### config.mk
export PLATFORM = sky130hd
export DESIGN_NAME = frame_address_and_duplicate_filter
export DESIGN_NICKNAME = d
export VERILOG_FILES = /design/src/sv/fadf_pkg.sv /design/src/sv/frame_address_and_duplicate_filter.sv /design/src/sv/fadf_front.sv /design/src/sv/fadf_queue.sv /design/src/sv/fadf_back.sv
export SDC_FILE = /design/constraint.sdc
export NUM_CORES = 1
export LEC_CHECK = 0
export ABC_AREA = 1
export BUFFER_PORTS_ARGS = -buffer_cell sky130_fd_sc_hd__buf_2
export CORE_ASPECT_RATIO = 1.1
export CORE_UTILIZATION = 55
export DETAILED_ROUTE_END_ITERATION = 6
export PLACE_DENSITY = 0.81
export SLEW_MARGIN = 20
export SYNTH_ARGS = -nofsm -noshare
export SYNTH_HDL_FRONTEND = slang
export SYNTH_HIERARCHICAL = 1
export SYNTH_SLANG_ARGS = --single-unit
### constraint.sdc
create_clock -name i_clk -period 8.25 [get_ports i_clk]
set_input_delay 1.65 -clock i_clk [delete_from_list [all_inputs] [get_ports i_clk]]
set_output_delay 1.65 -clock i_clk [all_outputs]
set_load 0.05 [all_outputs]
### src/sv/fadf_pkg.sv
// Package for the frame address and duplicate filter.
// Holds the table geometry, item classes, verdict codes and the queue entry type.
// No dependencies; every other file refers to it by scoped names.
package fadf_pkg;

    // duplicate table geometry
    localparam int TABLE_DEPTH = 8;
    localparam int IDX_W       = (TABLE_DEPTH > 1) ? $clog2(TABLE_DEPTH) : 1;

    // front-to-back queue geometry
    localparam int QUEUE_DEPTH = 2;
    localparam int QPTR_W      = (QUEUE_DEPTH > 1) ? $clog2(QUEUE_DEPTH) : 1;
    localparam int QCNT_W      = $clog2(QUEUE_DEPTH + 1);

    // configuration register indexes
    localparam logic REG_OWN_ID   = 1'b0;
    localparam logic REG_BCAST_ID = 1'b1;

    // reset values of the configuration registers
    localparam logic [7:0] OWN_ID_RESET   = 8'd0;
    localparam logic [7:0] BCAST_ID_RESET = 8'd255;

    // command codes on the input tuser
    localparam logic CMD_FRAME = 1'b0;
    localparam logic CMD_CLEAR = 1'b1;

    // class given to an item by the front end
    typedef enum logic [1:0] {
        K_LOOKUP   = 2'd0,
        K_BAD_CRC  = 2'd1,
        K_NOT_ADDR = 2'd2,
        K_CLEAR    = 2'd3
    } t_kind;

    // result verdict codes
    typedef enum logic [2:0] {
        V_DELIVERED = 3'd0,
        V_BAD_CRC   = 3'd1,
        V_NOT_ADDR  = 3'd2,
        V_DUPLICATE = 3'd3,
        V_CLEARED   = 3'd4
    } t_verdict;

    // one classified item as it travels through the queue
    typedef struct packed {
        t_kind      kind;
        logic       self_sent;
        logic [7:0] sender;
        logic [7:0] seq;
        logic [7:0] msg_type;
    } t_item;

endpackage

### src/sv/frame_address_and_duplicate_filter.sv
// Frame address and duplicate filter, top level.
// Holds the configuration registers and ties front end, queue and back end together.
// Depends on fadf_pkg, fadf_front, fadf_queue and fadf_back.
//
// Each input beat is one received frame header (or, with tuser set, a bus-idle
// command that empties the duplicate table) and produces exactly one result beat.
// The front end classifies a beat in the cycle it is taken and drops it into a
// two-entry queue, so input is accepted while the back end is busy or a result
// is waiting. The back end handles one item at a time: a bad-CRC or unaddressed
// frame is answered straight from idle, a table clear or a lookup walks the table
// one table slot per cycle (a match ends the scan early), and a new item starts
// only once the previous result has been taken. No clearing pass follows reset.
module frame_address_and_duplicate_filter (
    input  logic          i_clk,
    input  logic          i_rst_n,
    // configuration write channel
    input  logic          i_cfg_valid,
    output logic          o_cfg_ready,
    input  logic [0:0]    i_cfg_index,
    input  logic [7:0]    i_cfg_data,
    // input stream
    input  logic          s_axis_tvalid,
    output logic          s_axis_tready,
    // tdata: sender_id[7:0], dest_id[15:8], seq_number[23:16],
    //        message_type[31:24], crc_residue[47:32]
    input  logic [47:0]   s_axis_tdata,
    // tuser: command[0]
    input  logic [0:0]    s_axis_tuser,
    // result stream
    output logic          m_axis_tvalid,
    input  logic          m_axis_tready,
    // tdata: out_sender_id[7:0], out_message_type[15:8]
    output logic [15:0]   m_axis_tdata,
    // tuser: verdict[2:0], self_sent[3]
    output logic [3:0]    m_axis_tuser
);

    logic [7:0]         r_own_id;
    logic [7:0]         r_bcast_id;
    logic               w_push;
    logic               w_pop;
    logic               w_full;
    logic               w_empty;
    fadf_pkg::t_item    w_front_item;
    fadf_pkg::t_item    w_queue_item;

    // configuration registers, always writable
    assign o_cfg_ready = 1'b1;

    always_ff @(posedge i_clk) begin
        if (!i_rst_n) begin
            r_own_id   <= fadf_pkg::OWN_ID_RESET;
            r_bcast_id <= fadf_pkg::BCAST_ID_RESET;
        end else if (i_cfg_valid) begin
            case (i_cfg_index[0])
                fadf_pkg::REG_OWN_ID:   r_own_id   <= i_cfg_data;
                fadf_pkg::REG_BCAST_ID: r_bcast_id <= i_cfg_data;
                default: ;
            endcase
        end
    end

    fadf_front u_front (
        .s_axis_tvalid (s_axis_tvalid),
        .s_axis_tready (s_axis_tready),
        .s_axis_tdata  (s_axis_tdata),
        .s_axis_tuser  (s_axis_tuser),
        .i_own_id      (r_own_id),
        .i_bcast_id    (r_bcast_id),
        .i_q_full      (w_full),
        .o_push        (w_push),
        .o_item        (w_front_item)
    );

    fadf_queue u_queue (
        .i_clk   (i_clk),
        .i_rst_n (i_rst_n),
        .i_push  (w_push),
        .i_item  (w_front_item),
        .i_pop   (w_pop),
        .o_item  (w_queue_item),
        .o_full  (w_full),
        .o_empty (w_empty)
    );

    fadf_back u_back (
        .i_clk         (i_clk),
        .i_rst_n       (i_rst_n),
        .i_bcast_id    (r_bcast_id),
        .i_q_empty     (w_empty),
        .i_item        (w_queue_item),
        .o_pop         (w_pop),
        .m_axis_tvalid (m_axis_tvalid),
        .m_axis_tready (m_axis_tready),
        .m_axis_tdata  (m_axis_tdata),
        .m_axis_tuser  (m_axis_tuser)
    );

endmodule

### src/sv/fadf_front.sv
// Front end of the frame filter: takes input beats and classifies them.
// Checks command, CRC residue, destination and own-sender flag.
// Depends on fadf_pkg.
module fadf_front (
    input  logic                s_axis_tvalid,
    output logic                s_axis_tready,
    // tdata: sender_id[7:0], dest_id[15:8], seq_number[23:16],
    //        message_type[31:24], crc_residue[47:32]
    input  logic [47:0]         s_axis_tdata,
    // tuser: command[0]
    input  logic [0:0]          s_axis_tuser,
    input  logic [7:0]          i_own_id,
    input  logic [7:0]          i_bcast_id,
    input  logic                i_q_full,
    output logic                o_push,
    output fadf_pkg::t_item     o_item
);

    logic [7:0]  w_sender;
    logic [7:0]  w_dest;
    logic [7:0]  w_seq;
    logic [7:0]  w_type;
    logic [15:0] w_crc;
    logic        w_self;
    logic        w_addressed;

    assign w_sender = s_axis_tdata[7:0];
    assign w_dest   = s_axis_tdata[15:8];
    assign w_seq    = s_axis_tdata[23:16];
    assign w_type   = s_axis_tdata[31:24];
    assign w_crc    = s_axis_tdata[47:32];

    // take a beat whenever the queue has room
    assign s_axis_tready = !i_q_full;
    assign o_push        = s_axis_tvalid && !i_q_full;

    assign w_self      = (w_sender == i_own_id);
    assign w_addressed = (w_dest == i_bcast_id) || (w_dest == i_own_id);

    // classify: clear command, bad CRC, not for us, or needs table lookup
    always_comb begin
        o_item.sender    = w_sender;
        o_item.seq       = w_seq;
        o_item.msg_type  = w_type;
        o_item.self_sent = 1'b0;
        if (s_axis_tuser[0] == fadf_pkg::CMD_CLEAR) begin
            o_item.kind = fadf_pkg::K_CLEAR;
        end else if (w_crc != 16'd0) begin
            o_item.kind = fadf_pkg::K_BAD_CRC;
        end else if (!w_addressed) begin
            o_item.kind      = fadf_pkg::K_NOT_ADDR;
            o_item.self_sent = w_self;
        end else begin
            o_item.kind      = fadf_pkg::K_LOOKUP;
            o_item.self_sent = w_self;
        end
    end

endmodule

### src/sv/fadf_queue.sv
// Short first-word-fall-through queue between the front and back ends.
// Holds classified items so that each side can stall on its own.
// Depends on fadf_pkg.
module fadf_queue (
    input  logic                i_clk,
    input  logic                i_rst_n,
    input  logic                i_push,
    input  fadf_pkg::t_item     i_item,
    input  logic                i_pop,
    output fadf_pkg::t_item     o_item,
    output logic                o_full,
    output logic                o_empty
);

    fadf_pkg::t_item                  r_mem [fadf_pkg::QUEUE_DEPTH];
    logic [fadf_pkg::QPTR_W-1:0]      r_wptr;
    logic [fadf_pkg::QPTR_W-1:0]      r_rptr;
    logic [fadf_pkg::QCNT_W-1:0]      r_count;
    logic [fadf_pkg::QPTR_W-1:0]      n_wptr;
    logic [fadf_pkg::QPTR_W-1:0]      n_rptr;
    logic [fadf_pkg::QCNT_W-1:0]      n_count;

    localparam logic [fadf_pkg::QPTR_W-1:0] LAST_PTR =
        fadf_pkg::QPTR_W'(fadf_pkg::QUEUE_DEPTH - 1);
    localparam logic [fadf_pkg::QCNT_W-1:0] FULL_CNT =
        fadf_pkg::QCNT_W'(fadf_pkg::QUEUE_DEPTH);

    assign o_full  = (r_count == FULL_CNT);
    assign o_empty = (r_count == '0);
    assign o_item  = r_mem[r_rptr];

    // pointer and fill count update
    always_comb begin
        n_wptr  = r_wptr;
        n_rptr  = r_rptr;
        n_count = r_count;
        if (i_push) begin
            n_wptr = (r_wptr == LAST_PTR) ? '0 : r_wptr + 1'b1;
        end
        if (i_pop) begin
            n_rptr = (r_rptr == LAST_PTR) ? '0 : r_rptr + 1'b1;
        end
        if (i_push && !i_pop) begin
            n_count = r_count + 1'b1;
        end else if (!i_push && i_pop) begin
            n_count = r_count - 1'b1;
        end
    end

    always_ff @(posedge i_clk) begin
        if (!i_rst_n) begin
            r_wptr  <= '0;
            r_rptr  <= '0;
            r_count <= '0;
        end else begin
            r_wptr  <= n_wptr;
            r_rptr  <= n_rptr;
            r_count <= n_count;
        end
    end

    // storage
    always_ff @(posedge i_clk) begin
        if (i_push) begin
            r_mem[r_wptr] <= i_item;
        end
    end

    a_no_overflow: assert property (@(posedge i_clk) disable iff (!i_rst_n)
        i_push |-> (r_count != FULL_CNT))
        else $error("queue push while full");

    a_no_underflow: assert property (@(posedge i_clk) disable iff (!i_rst_n)
        i_pop |-> (r_count != '0))
        else $error("queue pop while empty");

    a_count_up: assert property (@(posedge i_clk) disable iff (!i_rst_n)
        (i_push && !i_pop) |=> (r_count == $past(r_count) + 1'b1))
        else $error("queue count did not follow push");

endmodule

### src/sv/fadf_back.sv
// Back end of the frame filter: duplicate table, ring head and result register.
// Scans or clears the table one slot per cycle and posts one result per item.
// Depends on fadf_pkg.
module fadf_back (
    input  logic                i_clk,
    input  logic                i_rst_n,
    input  logic [7:0]          i_bcast_id,
    input  logic                i_q_empty,
    input  fadf_pkg::t_item     i_item,
    output logic                o_pop,
    output logic                m_axis_tvalid,
    input  logic                m_axis_tready,
    // tdata: out_sender_id[7:0], out_message_type[15:8]
    output logic [15:0]         m_axis_tdata,
    // tuser: verdict[2:0], self_sent[3]
    output logic [3:0]          m_axis_tuser
);

    typedef enum logic [2:0] {
        S_IDLE  = 3'b001,
        S_SCAN  = 3'b010,
        S_CLEAR = 3'b100
    } t_state;

    localparam logic [fadf_pkg::IDX_W-1:0] LAST_IDX =
        fadf_pkg::IDX_W'(fadf_pkg::TABLE_DEPTH - 1);

    t_state                         r_state, n_state;
    logic [fadf_pkg::IDX_W-1:0]     r_idx, n_idx;
    logic [fadf_pkg::IDX_W-1:0]     r_head, n_head;
    fadf_pkg::t_item                r_cur, n_cur;
    logic [7:0]                     r_sender [fadf_pkg::TABLE_DEPTH];
    logic [7:0]                     r_seq    [fadf_pkg::TABLE_DEPTH];

    logic                           r_out_valid, n_out_valid;
    fadf_pkg::t_verdict             r_out_verdict, n_out_verdict;
    logic                           r_out_self, n_out_self;
    logic [7:0]                     r_out_sender, n_out_sender;
    logic [7:0]                     r_out_type, n_out_type;

    logic                           w_we;
    logic                           w_seq_we;
    logic [fadf_pkg::IDX_W-1:0]     w_waddr;
    logic [7:0]                     w_wsender;
    logic                           w_hit;

    assign m_axis_tvalid = r_out_valid;
    assign m_axis_tdata  = {r_out_type, r_out_sender};
    assign m_axis_tuser  = {r_out_self, r_out_verdict};

    // current slot matches an occupied entry with the same sender and sequence
    assign w_hit = (r_sender[r_idx] != i_bcast_id)
                && (r_sender[r_idx] == r_cur.sender)
                && (r_seq[r_idx] == r_cur.seq);

    // sequencer
    always_comb begin
        n_state       = r_state;
        n_idx         = r_idx;
        n_head        = r_head;
        n_cur         = r_cur;
        n_out_valid   = r_out_valid;
        n_out_verdict = r_out_verdict;
        n_out_self    = r_out_self;
        n_out_sender  = r_out_sender;
        n_out_type    = r_out_type;
        o_pop         = 1'b0;
        w_we          = 1'b0;
        w_seq_we      = 1'b0;
        w_waddr       = r_idx;
        w_wsender     = i_bcast_id;

        if (r_out_valid && m_axis_tready) begin
            n_out_valid = 1'b0;
        end

        case (r_state)
            S_IDLE: begin
                // start only with an empty result register
                if (!i_q_empty && !r_out_valid) begin
                    o_pop         = 1'b1;
                    n_cur         = i_item;
                    n_idx         = '0;
                    n_out_self    = 1'b0;
                    n_out_sender  = 8'd0;
                    n_out_type    = 8'd0;
                    case (i_item.kind)
                        fadf_pkg::K_LOOKUP: begin
                            n_state = S_SCAN;
                        end
                        fadf_pkg::K_CLEAR: begin
                            n_state = S_CLEAR;
                        end
                        fadf_pkg::K_BAD_CRC: begin
                            n_out_valid   = 1'b1;
                            n_out_verdict = fadf_pkg::V_BAD_CRC;
                        end
                        fadf_pkg::K_NOT_ADDR: begin
                            n_out_valid   = 1'b1;
                            n_out_verdict = fadf_pkg::V_NOT_ADDR;
                            n_out_self    = i_item.self_sent;
                        end
                        default: begin
                            n_state = S_IDLE;
                        end
                    endcase
                end
            end
            S_SCAN: begin
                if (w_hit) begin
                    n_out_valid   = 1'b1;
                    n_out_verdict = fadf_pkg::V_DUPLICATE;
                    n_out_self    = r_cur.self_sent;
                    n_state       = S_IDLE;
                end else if (r_idx == LAST_IDX) begin
                    // no match: record the pair at the ring head and deliver
                    w_we          = 1'b1;
                    w_seq_we      = 1'b1;
                    w_waddr       = r_head;
                    w_wsender     = r_cur.sender;
                    n_head        = (r_head == LAST_IDX) ? '0 : r_head + 1'b1;
                    n_out_valid   = 1'b1;
                    n_out_verdict = fadf_pkg::V_DELIVERED;
                    n_out_self    = r_cur.self_sent;
                    n_out_sender  = r_cur.sender;
                    n_out_type    = r_cur.msg_type;
                    n_state       = S_IDLE;
                end else begin
                    n_idx = r_idx + 1'b1;
                end
            end
            S_CLEAR: begin
                // mark one slot empty per cycle; sequence and head stay
                w_we = 1'b1;
                if (r_idx == LAST_IDX) begin
                    n_out_valid   = 1'b1;
                    n_out_verdict = fadf_pkg::V_CLEARED;
                    n_state       = S_IDLE;
                end else begin
                    n_idx = r_idx + 1'b1;
                end
            end
            default: begin
                n_state = S_IDLE;
            end
        endcase
    end

    // control registers
    always_ff @(posedge i_clk) begin
        if (!i_rst_n) begin
            r_state     <= S_IDLE;
            r_idx       <= '0;
            r_head      <= '0;
            r_out_valid <= 1'b0;
        end else begin
            r_state     <= n_state;
            r_idx       <= n_idx;
            r_head      <= n_head;
            r_out_valid <= n_out_valid;
        end
    end

    // payload registers
    always_ff @(posedge i_clk) begin
        r_cur         <= n_cur;
        r_out_verdict <= n_out_verdict;
        r_out_self    <= n_out_self;
        r_out_sender  <= n_out_sender;
        r_out_type    <= n_out_type;
    end

    // duplicate table: senders reset to the broadcast reset value, sequences to zero
    always_ff @(posedge i_clk) begin
        if (!i_rst_n) begin
            for (int k = 0; k < fadf_pkg::TABLE_DEPTH; k++) begin
                r_sender[k] <= fadf_pkg::BCAST_ID_RESET;
                r_seq[k]    <= 8'd0;
            end
        end else begin
            if (w_we) begin
                r_sender[w_waddr] <= w_wsender;
            end
            if (w_seq_we) begin
                r_seq[w_waddr] <= r_cur.seq;
            end
        end
    end

    a_pop_idle: assert property (@(posedge i_clk) disable iff (!i_rst_n)
        o_pop |-> (r_state == S_IDLE) && !r_out_valid && !i_q_empty)
        else $error("item taken while busy or result pending");

    a_no_overwrite: assert property (@(posedge i_clk) disable iff (!i_rst_n)
        (r_out_valid && !m_axis_tready) |=> r_out_valid && $stable(m_axis_tuser)
            && $stable(m_axis_tdata))
        else $error("pending result lost or changed");

    a_head_advance: assert property (@(posedge i_clk) disable iff (!i_rst_n)
        (r_state == S_CLEAR) |=> (r_head == $past(r_head)))
        else $error("ring head moved during table clear");

endmodule

* Word-level counts from Yosys, hierarchy flattened
Memory sizes are Yosys's and may differ from the RTL's. A register that Yosys moved wholly into a read port is not among the register bits.
Cells that the tools add are included.
** Word-level totals
- Memory bits (read-only) :: 0
- Memories kept :: 3
- Word-level logic and storage cells :: 157
- Bits in writable memories :: 182
- Input port bits :: 63
- Register bits :: 75
- Latch bits :: 0
- Output and inout port bits :: 23
** Cells by class
- Add/subtract/negate cells :: 6
- Div/mod/pow operators :: 0
- $mul :: 0
- Muxes and demuxes :: 76
- Equality and inequality tests :: 22
- Bitwise gates (word level) :: 2
- $lt $le $gt $ge :: 0
- Shifts and indexed selects :: 0
- Reduce and logical (&&, ||, !) cells :: 31
** Memories
- u_back.r_sender :: words 8, bits a word 8, read ports 1, clocked after memory_dff 1, write ports 8, line fadf_back.sv:32 : logic [7:0] r_sender [fadf_pkg::TABLE_DEPTH];
- u_back.r_seq :: words 8, bits a word 8, read ports 1, clocked after memory_dff 1, write ports 8, line fadf_back.sv:33 : logic [7:0] r_seq [fadf_pkg::TABLE_DEPTH];
- u_queue.r_mem :: words 2, bits a word 27, read ports 1, clocked after memory_dff 1, write ports 1, line fadf_queue.sv:15 : fadf_pkg::t_item r_mem [fadf_pkg::QUEUE_DEPTH];
** Operator list (count)
- $mux 8 :: 10
- $mux 3 :: 21
- $eq 8x8->1 :: 5
- $pmux 8 s2 :: 2
- $mux 1 :: 31
- $pmux 3 s3 :: 3
- $reduce_bool 16->1 :: 1
- $reduce_or 8->1 :: 2
- $pmux 3 s2 :: 2
- $eq 3x3->1 const B :: 3
- $reduce_and 3->1 :: 3
- $mux 2 :: 4
- $ne 8x8->1 :: 1
- $reduce_and 2->1 :: 4
- $logic_and 1x1->1 :: 7
- $add 3x1->3 const B :: 2
- $eq 2x2->1 const B :: 3
- $ne 2x1->1 const B :: 3
- $ne 3x3->1 const B :: 2
- $logic_not 1->1 :: 5
- $reduce_and 5->1 :: 1
- $logic_not 2->1 :: 2
- $pmux 1 s2 :: 2
- $reduce_and 4->1 :: 1
- 14 further kinds :: 17

* Logic depth before layout (Yosys ltp)
- Depth after elaboration :: 10
- Gate-level depth with buffers :: 22

* Hierarchy
Netlist, hierarchy kept.
** By module, submodules not included
- fadf_back :: area an instance 9357.7 sq um, sequential area each 5455.2 sq um, cells each 1024, instances 1
- fadf_queue :: area an instance 2279.7 sq um, sequential area each 1721.7 sq um, cells each 119, instances 1
- frame_address_and_duplicate_filter :: area an instance 638.1 sq um, sequential area each 320.3 sq um, cells each 90, instances 1
- fadf_front :: area an instance 603.1 sq um, sequential area each 0.0 sq um, cells each 109, instances 1

* Worst setup path before layout
Ideal clock, no wire load.
- Path type :: input -> register
- Start :: input port s_axis_tvalid
- End :: memory u_queue/r_mem[0][0] in the netlist's numbering (enable)
- Stages on the path :: 4
- Setup slack :: 4.780 ns
- Data arrival time :: 3.059 ns
- Data required time :: 7.839 ns
- Cell sequence :: inv_1 > nor2_1 > inv_1 > nor2_1
** Between the ends
- Cells in the longest elaborated chain, start to end :: 3
** Ends and longest elaborated chain
- from (decl) :: line frame_address_and_duplicate_filter.sv:22 : input logic s_axis_tvalid,
- $logic_and 1x1->1 :: line fadf_front.sv:35 : assign o_push = s_axis_tvalid && !i_q_full;
- named net w_push :: line frame_address_and_duplicate_filter.sv:40 : logic w_push;
- $mux 1 :: line fadf_queue.sv:64 : if (i_push) begin
- $mux 1 (not written as such) :: line fadf_queue.sv:65 : r_mem[r_wptr] <= i_item;
- to (decl) :: line fadf_queue.sv:15
The timed path passes the listed nets, and every way through them passes these cells.

==> impl_metrics.py <==
metrics = {
    "timing": {
        "relSlewSlack": 0.4524,
        "finalSetupTns_ps": 0,
        "finalCritPeriodShare": 0.5462,
        "rsz0062_at_grt": "false",
        "fin_worst_skew_ps": 9.890,
        "setup_viol": 0,
        "timing.hold.ws_ps": 491.0,
        "worstMarginPinSlew_ps": 820.3,
        "fin_crit_ps": 4506,
        "maxSlewViolCount": 0,
        "fmax_ghz": 0.2219,
        "finalHoldViolCount": 0,
    },
    "drt": {
        "vias_per_cell": 5.450,
        "drc": 0,
        "via_count": 9282,
        "ant_nets": 0,
        "wl_per_cell_um": 16.70,
        "drtPass1Iterations": 5,
        "drt_iter0_drc": 1073,
        "drt-total-wl_um": 28450,
    },
    "place": {
        "portBuffers": 84,
        "place.gp.congestion": 0.9130,
        "hpwl_um": 19190,
        "dp.cells": 1659,
    },
    "floorplan": {
        "die_w_um": 147.9,
        "die_area_mm2": 0.02403,
        "die_y_um": 162.5,
        "io_pins": 86,
        "start_util": 0.5616,
        "core_region_area_mm2": 0.02293,
        "fp-row-count": 58,
    },
    "grt": {
        "grt_pass1_wl_um": 44510,
        "gr-usage-met1": 0.3073,
        "gr-usage-met3": 0.03782,
        "grt_max_degree": 73,
        "antenna_found_initial": 0,
        "grt_overflow_total": 0,
        "gr-usage-all-layers": 0.2368,
        "grt_most_used_layer": "met2",
        "grt_pass1_vias": 8632,
        "met2_usage": 0.3984,
    },
    "critical_path": {
        "cp.arrival_ps": 4700,
        "regToRegSetupSlack_ps": 3740,
        "critPathLaunchType": "flop",
        "worstSetupEndpointType": "flop",
        "critical_path_class": "reg2reg",
        "required_ps": 8440,
        "worstPathMaxFanout": 69,
    },
    "layout": {
        "fin_util": 0.6117,
        "fin_nets": 1455,
        "fillers": 1815,
        "n_antenna_cell": 0,
        "syn_to_final_growth_pct": 8.919,
        "drive_gt1_frac": 0.1468,
        "finalNonFillerCells": 1703,
    },
    "cts": {
        "cts_root_buffer": "clkbuf_16",
        "cts_resized": 0,
        "cts_buffer_depth": 3,
        "cts_setup_buffers": 0,
        "insertion_delay_ps": 530,
        "cts_buffers": 25,
        "clock_sinks": 261,
        "clk_pin_slew_ps": 60,
        "ctsHoldBuffers": 0,
        "h-tree-depth": 1,
        "cts_tree": "built",
    },
    "power": {
        "p_clk_frac": 0.297,
        "p_comb_frac": 0.235,
        "peakVddDrop_uv": 280.6,
        "power_switching_w": 0.001223,
        "p_seq_frac": 0.468,
        "switching_share": 0.3218,
        "cellPowerDensity_mw_per_mm2": 270.8,
        "total_power_w": 0.003799,
        "p_leak_nw": 6.042,
        "p_int_w": 0.002576,
    },
    "min_path": {
        "hold_class": "reg2reg",
    },
    "logic_synthesis": {
        "yosys-top-cells-area": "edfxtp_1 53%, nand2_1 10%, nand3_1 6.2%",
        "synth_edf_count": 227,
        "ys_warn_count": 6,
        "syn_area_per_cell_um2": 9.597,
        "ys_types": 45,
        "syn_nets": 1411,
        "synthCells": 1342,
        "yosysTopAreaCellShare": 0.5293,
        "synth_area_mm2": 0.01288,
        "synth_area_leader_cell": "edfxtp_1",
        "ys_ff_latch": 261,
        "synth_top_flop_cell": "edfxtp_1",
        "ys_seq_area_frac": 0.5821,
        "async_flop_share": 0,
    },
    "outcome": {
        "status": "finished clean",
    },
    "run": {
        "max_cap_viol_count": 0,
    },
}
==> synthesized netlist by cell type, drive strengths merged, types with 6 or more instances <==
library cell	instances
nand2	352
edfxtp	227
inv	173
nor2	170
nand3	168
buf	64
nand4	42
dfxtp	34
mux2	27
o21ai	17
xnor2	14
clkbuf	12
a21oi	9
clkinv	9
ha	6
==> worst paths after layout <==
check | from | endpoint | cells after the start
setup / recovery | flop | u_back/r_seq[3][6] | 19
hold / removal | u_back/r_head[1] | u_back/r_head[1] | 2
setup reg to reg | flop | u_back/r_seq[3][6] | 19
hold reg to reg | u_back/r_head[1] | u_back/r_head[1] | 2
==> sequential cells by signal, summed over array words and instances (netlist names), 2 cells and up, named ones only <==
register and cells:
u_back/r_idx 3, u_back/r_cur 25, r_bcast_id 8, u_back/r_state 3, u_back/r_head 3, u_back/r_out_verdict 3, u_queue/r_count 2, u_back/r_sender 64
u_back/r_seq 64, r_own_id 8, u_back/r_out_type 8, u_back/r_out_sender 8, u_queue/r_mem 54
==> through the flow <==
stage,worst slack [ps],area [um^2]
2_1_floorplan,4780,12880
3_3_place_gp,3951,13210
3_5_place_dp,3841,13210
4_1_cts,3827,14030
5_1_grt,3388,14030
6_report,3744,14030
==> final cells by class <==
cell class	instances	area, um^2	area share
flip-flops and latches	261	7498	0.5346
inverters	182	688.2	0.04906
well taps	300	375.4	0.02676
clock buffers	36	748.2	0.05334
repair buffers	93	488.0	0.03479
clock inverters	8	65.06	0.004638
multi-input cells	823	4164	0.2969
==> cells by family (layout without fill, tap and decap cells) <==
kind of cell | count (synthesis) | in the layout | share of synthesized area
AND/OR/NAND/NOR | 740 | 740 | 0.2588
flip-flops | 261 | 261 | 0.5821
buffers and inverters | 258 | 319 | 0.09492
AO/OA/AOI/OAI | 32 | 32 | 0.01700
multiplexers | 27 | 27 | 0.02944
XOR/XNOR | 17 | 17 | 0.01156
adder cells (fa/ha/maj) | 6 | 6 | 0.005829
other | 1 | 1 | 0.0002912
==> critical path: stages (launching register included) <==
cell and delay, ps:
dfxtp_2 310, buf_4 570, inv_4 420, nand2_1 140
nand3_1 110, nand2_1 100, nand2_1 50, nand2_1 170
nand2_1 70, nand2_1 70, nand2_1 50, nor2_1 80
nand2_1 130, nand3_4 170, nand2_4 220, nand2_4 140
nand2_4 230, inv_4 380, nand4_2 320, nand2_1 390
==> power groups by stage <==
stage               registers, W  clock network, W  logic [W]
floorplan                0.00193                 0   0.000527
global placement         0.00180                 0   0.000863
detailed placement       0.00180                 0   0.000881
CTS                      0.00178           0.00114   0.000892
global route             0.00179           0.00119   0.000949
finish                   0.00178           0.00113   0.000892
==> cells in the final DEF (no fill, tap or decap), types with 8 or more instances in the layout <==
| cell | count |
|---|---|
| nand3_1 | 160 |
| dfxtp_1 | 33 |
| inv_1 | 166 |
| clkinv_1 | 12 |
| o21ai_0 | 9 |
| buf_4 | 9 |
| o21ai_2 | 8 |
| nand4_1 | 38 |
| a21oi_1 | 8 |
| clkbuf_16 | 26 |
| xnor2_1 | 14 |
| buf_2 | 84 |
| nor2_1 | 160 |
| nand2_1 | 345 |
| mux2_4 | 20 |
| edfxtp_1 | 227 |
==> per-layer routing <==
metal	wire (um)	part of all wire
met1	11260	0.40
met2	13840	0.49
met3	2359	0.083
met4	992	0.035
met5	0	0
No activity file was read; power rests on OpenSTA's default activity.
